## src/hdl/gcs_pkg.sv

```systemverilog
// Shared types and codes for the gradient color stop table.
// No dependencies; used by the channel interfaces and the top level.
package gcs_pkg;

  localparam int POS_W   = 17;
  localparam int CHAN_W  = 8;
  localparam int COLOR_W = 4 * CHAN_W;
  localparam int SLOT_W  = 4;

  // action codes
  localparam logic [1:0] ACT_INSERT = 2'd0;
  localparam logic [1:0] ACT_REMOVE = 2'd1;
  localparam logic [1:0] ACT_SAMPLE = 2'd2;

  // status codes
  localparam logic [1:0] ST_OK    = 2'd0;
  localparam logic [1:0] ST_FULL  = 2'd1;
  localparam logic [1:0] ST_RANGE = 2'd2;

  typedef struct packed {
    logic [1:0]        action;
    logic              side;
    logic [POS_W-1:0]  position;
    logic [CHAN_W-1:0] red_in;
    logic [CHAN_W-1:0] green_in;
    logic [CHAN_W-1:0] blue_in;
    logic [CHAN_W-1:0] alpha_in;
    logic [SLOT_W-1:0] slot;
  } cmd_t;

  typedef struct packed {
    logic [1:0]        status;
    logic              in_range;
    logic [CHAN_W-1:0] red_out;
    logic [CHAN_W-1:0] green_out;
    logic [CHAN_W-1:0] blue_out;
    logic [CHAN_W-1:0] alpha_out;
  } rsp_t;

  // one stored stop; color is R in the top byte down to A in the bottom byte
  typedef struct packed {
    logic [POS_W-1:0]   pos;
    logic [COLOR_W-1:0] color;
  } stop_t;

endpackage

```

## src/hdl/gcs_cmd_if.sv

```systemverilog
// Command channel: valid/ready handshake carrying one cmd_t item.
// Depends on gcs_pkg.
interface gcs_cmd_if import gcs_pkg::*; ();
  logic valid;
  logic ready;
  cmd_t data;

  modport source (output valid, output data, input ready);
  modport sink   (input valid, input data, output ready);
endinterface

```

## src/hdl/gcs_rsp_if.sv

```systemverilog
// Response channel: valid/ready handshake carrying one rsp_t item.
// Depends on gcs_pkg.
interface gcs_rsp_if import gcs_pkg::*; ();
  logic valid;
  logic ready;
  rsp_t data;

  modport source (output valid, output data, input ready);
  modport sink   (input valid, input data, output ready);
endinterface

```

## src/hdl/gradient_color_stop_table.sv

```systemverilog
// Gradient color stop table: two sorted stop tables with insert, remove and sample.
// Depends on gcs_pkg, gcs_cmd_if and gcs_rsp_if.
//
//   channel | dir | payload | handshake
//   --------+-----+---------+--------------------------------
//   cmd     | in  | cmd_t   | valid/ready, item taken on both high
//   rsp     | out | rsp_t   | valid/ready, one item per command
//
// Steps from accept to result: insert moves each larger stop up one place,
//   then writes the new stop below them; remove pulls each later stop down
//   one place; sample scans neighboring pairs, then runs the four channel
//   divides (one shared 8x17 multiplier and one restoring divider, per channel).
// One item at a time: cmd.ready is high only while the sequencer is idle.
// The result register is separate, so a new item is taken while the last
//   result waits; the sequencer holds in its final state if rsp stalls.
// Reset clears the stop counts; the stop memory itself needs no clearing,
//   since only entries below a side's count are ever read.
module gradient_color_stop_table
  import gcs_pkg::*;
#(
  parameter int MAX_STOPS = 16
) (
  input  logic      clk,
  input  logic      rst,
  gcs_cmd_if.sink   cmd,
  gcs_rsp_if.source rsp
);

  localparam int IW = $clog2(MAX_STOPS);      // index within one side
  localparam int CW = $clog2(MAX_STOPS + 1);  // stop count
  localparam int XW = IW + 1;                 // index plus one, for compares
  localparam int SW = (CW > SLOT_W) ? CW : SLOT_W;
  localparam int AW = IW + 1;                 // {side, index}
  localparam int MEM_DEPTH = 2 ** AW;
  localparam int PROD_W = CHAN_W + POS_W;

  typedef enum logic [3:0] {
    IDLE, INS_STEP, INS_RD, INS_CHK, REM_STEP, REM_RD, REM_WR,
    SMP_RD, SMP_CHK, MUL, DIV, CH_END, DONE
  } state_t;

  state_t state;

  // latched command
  logic               sd;
  logic [POS_W-1:0]   pos_q;
  logic [COLOR_W-1:0] new_color;

  logic [CW-1:0] cnt [2];
  logic [IW-1:0] idx;

  // sample datapath
  stop_t              prev;
  logic [COLOR_W-1:0] c0w;
  logic [COLOR_W-1:0] c1w;
  logic [POS_W-1:0]   d_q;
  logic [POS_W-1:0]   e_q;
  logic [1:0]         ch;
  logic [2:0]         k;
  logic [POS_W-1:0]   rem;
  logic [CHAN_W-1:0]  lo;     // low dividend bits shift out, quotient bits shift in
  logic               neg;
  logic [CHAN_W-1:0]  c0b;
  rsp_t               res;

  // stop memory, one write and one registered read port
  stop_t         mem [MEM_DEPTH];
  stop_t         rd_data;
  logic [AW-1:0] rd_addr;
  logic          wr_en;
  logic [AW-1:0] wr_addr;
  stop_t         wr_data;

  always_ff @(posedge clk) begin
    if (wr_en) begin
      mem[wr_addr] <= wr_data;
    end
    rd_data <= mem[rd_addr];
  end

  // control terms
  logic [CW-1:0] n;
  logic [XW-1:0] idx_inc;
  logic          more_left;
  logic          shift_up;
  stop_t         new_stop;

  assign n         = cnt[sd];
  assign idx_inc   = XW'(idx) + XW'(1);
  assign more_left = idx_inc < XW'(n);
  assign shift_up  = pos_q < rd_data.pos;
  assign new_stop  = '{pos: pos_q, color: new_color};

  always_comb begin
    unique case (state)
      INS_RD:  rd_addr = {sd, idx - IW'(1)};
      REM_RD:  rd_addr = {sd, idx_inc[IW-1:0]};
      default: rd_addr = {sd, idx};
    endcase
  end

  always_comb begin
    wr_en   = 1'b0;
    wr_addr = {sd, idx};
    wr_data = new_stop;
    unique case (state)
      INS_STEP: wr_en = (idx == '0);
      INS_CHK: begin
        wr_en   = 1'b1;
        wr_data = shift_up ? rd_data : new_stop;
      end
      REM_WR: begin
        wr_en   = 1'b1;
        wr_data = rd_data;
      end
      default: wr_en = 1'b0;
    endcase
  end

  // channel select, red first
  logic [CHAN_W-1:0] c0_ch;
  logic [CHAN_W-1:0] c1_ch;

  always_comb begin
    unique case (ch)
      2'd0: begin c0_ch = c0w[31:24]; c1_ch = c1w[31:24]; end
      2'd1: begin c0_ch = c0w[23:16]; c1_ch = c1w[23:16]; end
      2'd2: begin c0_ch = c0w[15:8];  c1_ch = c1w[15:8];  end
      default: begin c0_ch = c0w[7:0]; c1_ch = c1w[7:0]; end
    endcase
  end

  // shared multiplier and one restoring divide step
  logic              ch_neg;
  logic [CHAN_W-1:0] mag;
  logic [PROD_W-1:0] prod;
  logic [POS_W:0]    trial;
  logic [POS_W:0]    diff;
  logic              q_bit;
  logic [POS_W-1:0]  rem_next;
  logic [CHAN_W-1:0] ch_val;

  assign ch_neg   = c1_ch < c0_ch;
  assign mag      = ch_neg ? (c0_ch - c1_ch) : (c1_ch - c0_ch);
  assign prod     = PROD_W'(mag) * PROD_W'(e_q);
  assign trial    = {rem, lo[CHAN_W-1]};
  assign diff     = trial - {1'b0, d_q};
  assign q_bit    = trial >= {1'b0, d_q};
  assign rem_next = q_bit ? diff[POS_W-1:0] : trial[POS_W-1:0];
  assign ch_val   = neg ? (c0b - lo) : (c0b + lo);

  assign cmd.ready = (state == IDLE);

  always_ff @(posedge clk) begin
    if (rst) begin
      state     <= IDLE;
      cnt[0]    <= '0;
      cnt[1]    <= '0;
      rsp.valid <= 1'b0;
    end else begin
      // DONE refills the result register itself when it is taken
      if (rsp.valid && rsp.ready && state != DONE) begin
        rsp.valid <= 1'b0;
      end
      unique case (state)
        IDLE: begin
          if (cmd.valid) begin
            sd        <= cmd.data.side;
            pos_q     <= cmd.data.position;
            new_color <= {cmd.data.red_in, cmd.data.green_in,
                          cmd.data.blue_in, cmd.data.alpha_in};
            case (cmd.data.action)
              ACT_INSERT: begin
                if (cnt[cmd.data.side] >= CW'(MAX_STOPS)) begin
                  res   <= {ST_FULL, {(1 + COLOR_W){1'b0}}};
                  state <= DONE;
                end else begin
                  res   <= '0;
                  idx   <= IW'(cnt[cmd.data.side]);
                  state <= INS_STEP;
                end
              end
              ACT_REMOVE: begin
                if (SW'(cmd.data.slot) >= SW'(cnt[cmd.data.side])) begin
                  res   <= {ST_RANGE, {(1 + COLOR_W){1'b0}}};
                  state <= DONE;
                end else begin
                  res   <= '0;
                  idx   <= IW'(cmd.data.slot);
                  state <= REM_STEP;
                end
              end
              ACT_SAMPLE: begin
                res   <= '0;
                idx   <= '0;
                state <= (cnt[cmd.data.side] < CW'(2)) ? DONE : SMP_RD;
              end
              default: begin
                res   <= '0;
                state <= DONE;
              end
            endcase
          end
        end
        // insert: walk down from the top, moving larger stops up one place
        INS_STEP: begin
          if (idx == '0) begin
            cnt[sd] <= n + CW'(1);
            state   <= DONE;
          end else begin
            state <= INS_RD;
          end
        end
        INS_RD: state <= INS_CHK;
        INS_CHK: begin
          if (shift_up) begin
            idx   <= idx - IW'(1);
            state <= INS_STEP;
          end else begin
            cnt[sd] <= n + CW'(1);
            state   <= DONE;
          end
        end
        // remove: pull each later stop down one place
        REM_STEP: begin
          if (more_left) begin
            state <= REM_RD;
          end else begin
            cnt[sd] <= n - CW'(1);
            state   <= DONE;
          end
        end
        REM_RD: state <= REM_WR;
        REM_WR: begin
          idx   <= idx_inc[IW-1:0];
          state <= REM_STEP;
        end
        // sample: scan neighboring pairs for the first one holding t
        SMP_RD: state <= SMP_CHK;
        SMP_CHK: begin
          if (idx == '0) begin
            prev  <= rd_data;
            idx   <= IW'(1);
            state <= SMP_RD;
          end else if (prev.pos <= pos_q && pos_q <= rd_data.pos) begin
            res.in_range <= 1'b1;
            c0w          <= prev.color;
            c1w          <= rd_data.color;
            d_q          <= rd_data.pos - prev.pos;
            e_q          <= pos_q - prev.pos;
            ch           <= 2'd0;
            if (rd_data.pos == prev.pos) begin
              // zero-length segment gives its start color
              res.red_out   <= prev.color[31:24];
              res.green_out <= prev.color[23:16];
              res.blue_out  <= prev.color[15:8];
              res.alpha_out <= prev.color[7:0];
              state         <= DONE;
            end else begin
              state <= MUL;
            end
          end else begin
            prev <= rd_data;
            if (more_left) begin
              idx   <= idx_inc[IW-1:0];
              state <= SMP_RD;
            end else begin
              state <= DONE;
            end
          end
        end
        // e <= d, so the quotient fits 8 bits and the top 17 product bits
        // are already below d: eight restoring steps finish the divide
        MUL: begin
          rem   <= prod[PROD_W-1:CHAN_W];
          lo    <= prod[CHAN_W-1:0];
          neg   <= ch_neg;
          c0b   <= c0_ch;
          k     <= '0;
          state <= DIV;
        end
        DIV: begin
          rem <= rem_next;
          lo  <= {lo[CHAN_W-2:0], q_bit};
          k   <= k + 3'd1;
          if (k == 3'd7) begin
            state <= CH_END;
          end
        end
        CH_END: begin
          case (ch)
            2'd0:    res.red_out   <= ch_val;
            2'd1:    res.green_out <= ch_val;
            2'd2:    res.blue_out  <= ch_val;
            default: res.alpha_out <= ch_val;
          endcase
          if (ch == 2'd3) begin
            state <= DONE;
          end else begin
            ch    <= ch + 2'd1;
            state <= MUL;
          end
        end
        DONE: begin
          if (!rsp.valid || rsp.ready) begin
            rsp.data  <= res;
            rsp.valid <= 1'b1;
            state     <= IDLE;
          end
        end
        default: state <= IDLE;
      endcase
    end
  end

  // counts never pass the table size
  a_cnt_bound: assert property (@(posedge clk) disable iff (rst)
    cnt[0] <= CW'(MAX_STOPS) && cnt[1] <= CW'(MAX_STOPS))
    else $error("stop count above table size");

  // one item at a time
  a_one_item: assert property (@(posedge clk) disable iff (rst)
    cmd.valid && cmd.ready |=> !cmd.ready)
    else $error("second item taken while busy");

  // no segment found means zero color
  a_zero_color: assert property (@(posedge clk) disable iff (rst)
    rsp.valid && !rsp.data.in_range |->
      rsp.data.red_out == '0 && rsp.data.green_out == '0 &&
      rsp.data.blue_out == '0 && rsp.data.alpha_out == '0)
    else $error("color without a segment");

  // an error status never comes with a sample hit
  a_status_excl: assert property (@(posedge clk) disable iff (rst)
    rsp.valid && rsp.data.status != ST_OK |-> !rsp.data.in_range)
    else $error("error status with in_range set");

endmodule
```

## src/flat_wrapper.sv

```systemverilog
// flat-port wrapper written by rule: the top's interface ports become plain ports
module gradient_color_stop_table_flat import gcs_pkg::*;
#(
  parameter int MAX_STOPS = 16
)
  (clk, rst, cmd_valid, cmd_data, cmd_ready, rsp_valid, rsp_data, rsp_ready);
  gcs_cmd_if cmd_i ();
  gcs_rsp_if rsp_i ();
  input  logic clk;
  input  logic rst;
  input wire logic [$bits(cmd_i.valid)-1:0] cmd_valid;
  input wire logic [$bits(cmd_i.data)-1:0] cmd_data;
  output wire logic [$bits(cmd_i.ready)-1:0] cmd_ready;
  output wire logic [$bits(rsp_i.valid)-1:0] rsp_valid;
  output wire logic [$bits(rsp_i.data)-1:0] rsp_data;
  input wire logic [$bits(rsp_i.ready)-1:0] rsp_ready;
  assign cmd_i.valid = cmd_valid;
  assign cmd_i.data = cmd_data;
  assign cmd_ready = cmd_i.ready;
  assign rsp_valid = rsp_i.valid;
  assign rsp_data = rsp_i.data;
  assign rsp_i.ready = rsp_ready;
  gradient_color_stop_table #(.MAX_STOPS(MAX_STOPS)) u_core (.clk(clk), .rst(rst), .cmd(cmd_i), .rsp(rsp_i));
endmodule
```

## config.mk

```make
export PLATFORM = sky130hd
export DESIGN_NAME = gradient_color_stop_table_flat
export DESIGN_NICKNAME = d
export VERILOG_FILES = /design/src/hdl/gcs_pkg.sv /design/src/hdl/gcs_cmd_if.sv /design/src/hdl/gcs_rsp_if.sv /design/src/hdl/gradient_color_stop_table.sv /design/src/flat_wrapper.sv
export SDC_FILE = /design/constraint.sdc
export NUM_CORES = 2
export LEC_CHECK = 0
export BUFFER_PORTS_ARGS = -buffer_cell sky130_fd_sc_hd__buf_2
export CAP_MARGIN = 20
export CORE_MARGIN = 1
export CORE_UTILIZATION = 40
export CTS_BUF_LIST = sky130_fd_sc_hd__clkbuf_16
export DETAILED_ROUTE_END_ITERATION = 10
export GPL_TIMING_DRIVEN = 0
export RECOVER_POWER = 100
export SETUP_SLACK_MARGIN = 0.4
export SLEW_MARGIN = 15
export SYNTH_ARGS = -nofsm -noshare
export SYNTH_HDL_FRONTEND = slang
export SYNTH_SLANG_ARGS = --single-unit
```

## constraint.sdc

```tcl
create_clock -name clk -period 10.9 [get_ports clk]
set_input_delay 0.545 -clock clk [delete_from_list [all_inputs] [get_ports clk]]
set_output_delay 0.545 -clock clk [all_outputs]
set_load 0.1 [all_outputs]
```

==> flow_summary.json <==
{
  "cp_max_fo": 10,
  "post-route-period-util_pct": 91.86,
  "drive_gt1_share_pct": 16.00,
  "die_area_sq_mm": 0.2094,
  "min_from": "rsp_ready",
  "pwr_density_cell_mw_per_mm2": 296.3,
  "cp_data_required_time_ns": 11.57,
  "r2r-end": "u_core.rem[16]",
  "wl_per_cell_um": 27.09,
  "violations": "max-capacitance violations, max-slew violations",
  "post_cts_buffers": 0,
  "use_met1_pct": 28.38,
  "maxCapViolCount": 50,
  "cts.sinks": 1943,
  "ioPinCount": 97,
  "numCtsBuffers": 197,
  "initialDrtViolationCount": 4841,
  "crit_type": "register to register",
  "worstHoldEndpoint": "u_core.rsp.valid",
  "synth_area_leaders": "edfxtp_1 (68%), mux4_2 (11%), ha_1 (2.4%)",
  "finalSetupTns_ns": 0,
  "clock_skew_ns": 0.04728,
  "core-area_sq_mm": 0.2054,
  "cp_num_cells": 36,
  "grt.overflow.total": 0,
  "gp_congestion": 0.8736,
  "syn_inst": 4568,
  "synth_ff_type": "edfxtp_1",
  "ir_drop_mv": 0.5500,
  "vias": 44220,
  "clock.fmax_mhz": 99.88,
  "maxSlewHeadroom_pct": -62.03,
  "hold_path.class": "primary input to register",
  "outcome": "finished with violations",
  "gr-usage-met3_pct": 3.254,
  "final.min_clock_period_ns": 10.01,
  "cp-start-kind": "register",
  "ys_ff_latch": 1943,
  "grt_max_degree": 33,
  "synth_top_cell_area_share_pct": 68.29,
  "slowest_delay_ns": 0.57,
  "dp_cells": 7459,
  "dr.pass1.iters": 7,
  "syn_area_sq_mm": 0.08302,
  "viasPerCell": 5.609,
  "clock_latency_ns": 0.84,
  "utilization_pct": 45.67,
  "die_w_um": 457.6,
  "yosysTopAreaCell": "edfxtp_1",
  "cts-root-buf": "clkbuf_16",
  "maxSlewViolCount": 881,
  "port_buffers": 95,
  "antenna_found_initial": 9,
  "hold_violations": 0,
  "total_power_mw": 27.79,
  "rsz0062_at_grt": "false",
  "async_reset_ff_share_pct": 0,
  "path_clk_slew_ns": 0.06,
  "holdPathStages": 4,
  "tightestPinTransition_ns": 2.430,
  "grt_util_met2_pct": 33.46,
  "finalWirelength_um": 213600,
  "cellLeakagePower_nw": 32.04,
  "end_kind": "register",
  "clk_path_buf_depth": 3,
  "grt_pass1_vias": 44880,
  "die_height_um": 457.6,
  "synth_seq_area_share_pct": 69.62,
  "htree_levels": 4,
  "arrival_ns": 10.68,
  "synth_edf_count": 1888,
  "start_util_pct": 40.41,
  "dp_hpwl_um": 147900,
  "grt_util_all_layers_pct": 20.37,
  "placementRows": 166,
  "reg2reg_from": "u_core.ch[0]",
  "area_growth_pct": 13.01,
  "yosysWarningCount": 0,
  "final_cell_count_no_fill": 7885,
  "antenna_left": 0,
  "synth_nets": 4887,
  "synth_cell_type_count": 91,
  "dpl_cell_area_sq_mm": 0.08924,
  "grt_pass1_wl_um": 310900,
  "timing.critical_path.buf_inv": 9,
  "rrSetupSlack_ns": 0.89,
  "busiest_layer": "met2",
  "slowest_stage": "xor2_1",
  "r2r_cells": 36,
  "finalSetupViolCount": 0,
  "syn_area_per_cell_sq_um": 18.17,
  "path_delay_family": "adder cells",
  "stdcell_area_sq_mm": 0.09381,
  "fin_nets": 5345,
  "cts_tree": "built",
  "drc_errors": 0
}
[placed cells by master (no fill, tap or decap), types with 52 or more instances in the layout]
master	synthesis	layout
fa_1	97	97
ha_1	162	162
mux4_2	392	392
nand2_1	254	254
o21ai_0	48	52
a21o_1	60	60
inv_1	233	300
clkbuf_16	0	199
and2_1	68	63
buf_2	53	76
clkbuf_1	109	295
nor2_1	146	146
dfxtp_1	55	55
edfxtp_1	1888	1888
mux2i_1	188	188
a21oi_1	90	90
[synthesized netlist by cell type (all sizes together) (55+ instances only)]
cell,count
edfxtp,1888
inv,235
nand2,254
and2,68
mux2,62
fa,97
a21oi,91
mux2i,189
ha,162
o21ai,56
dfxtp,55
clkbuf,110
a21o,60
mux4,392
nor2,147
buf,104
[report_power, final]
| part | total [mW] | switching [mW] | internal [mW] |
|---|---|---|---|
| Combinational | 11.8 | 6.84 | 4.97 |
| Sequential | 9.54 | 0.379 | 9.16 |
| Clock | 6.45 | 2.86 | 3.60 |
[worst max-delay path by stage]
stage / from / end
3_5_place_dp: u_core.ch[0] / u_core.rem[16]
3_3_place_gp: u_core.rd_data[48] / u_core.c0w[21]
5_1_grt: u_core.ch[0] / u_core.rem[16]
4_1_cts: u_core.ch[0] / u_core.rem[16]
2_1_floorplan: u_core.pos_q[14] / u_core.c0w[0]
6_report: u_core.ch[0] / u_core.rem[16]
[per-stage QoR]
stage	setup slack (ns)	hold slack [ns]
after floorplan	1.755	0.4003
after global placement	-1.720	0.4077
after detailed placement	0.9439	0.4045
after CTS	0.8702	0.06098
after global routing	0.3103	0.1791
final	0.8877	0.1743
[worst reg2reg max path: cells and delay by family (launching register included)]
family          cells  cell delay (ns)
compound gates     10             2.24
xor+xnor            1             0.57
fa+ha+maj           8             3.15
buf+inv             9             1.43
flops               1             0.40
mux                 3             0.88
simple gates        5             1.16
[cell families (layout without fill, tap and decap cells)]
group | count (synthesis) | in the layout | synth area share [%]
adder cells (fa/ha/maj) | 259 | 259 | 4.781
other | 0 | 2 | 0
flip-flops | 1943 | 1943 | 69.62
AND/OR/NAND/NOR | 715 | 715 | 4.193
multiplexers | 643 | 643 | 13.76
XOR/XNOR | 74 | 74 | 0.7898
buffers and inverters | 449 | 1076 | 2.279
AO/OA/AOI/OAI | 485 | 485 | 4.574
[sequential cells by signal (all words and copies together), names as in the netlist, 2 cells and up, named ones only]
signal            cells
u_core.new_color     32
u_core.prev          49
u_core.cnt           10
u_core.c1w           32
u_core.c0b            8
u_core.rsp.data      35
u_core.rem           17
u_core.d_q           17
u_core.state          4
u_core.lo             8
u_core.c0w           32
u_core.res           35
u_core.e_q           17
u_core.mem         1568
u_core.ch             2
u_core.idx            4
u_core.k              3
u_core.rd_data       49
u_core.pos_q         17
[final cells by class]
class | instances | area (sq um)
diodes | 2 | 5.005
plain buffers | 214 | 992.2
clock buffers | 199 | 4980
clock inverters | 169 | 1195
fillers | 17450 | 111600
inverters | 235 | 887.1
multi-input cells | 2176 | 23270
flip-flops and latches | 1943 | 57800
well taps | 2688 | 3363
repair buffers | 259 | 1328
[routing by layer]
layer	part of all wire (%)	routed length, um	vias up
met2	48	103200	1604
met3	7.4	15780	302
met1	42	89660	23230
met4	2.3	4947	0
li1	-	-	19090
met5	0	0	-
[timing repair]
| item | CTS | global route |
|---|---|---|
| hold endpoints to repair | 49 | 0 |
| setup endpoints to repair | 0 | 3 |
| hold buffers | 49 | 0 |
| resized for setup | 0 | 3 |
Note: power is estimated with default switching activity, not from simulation.
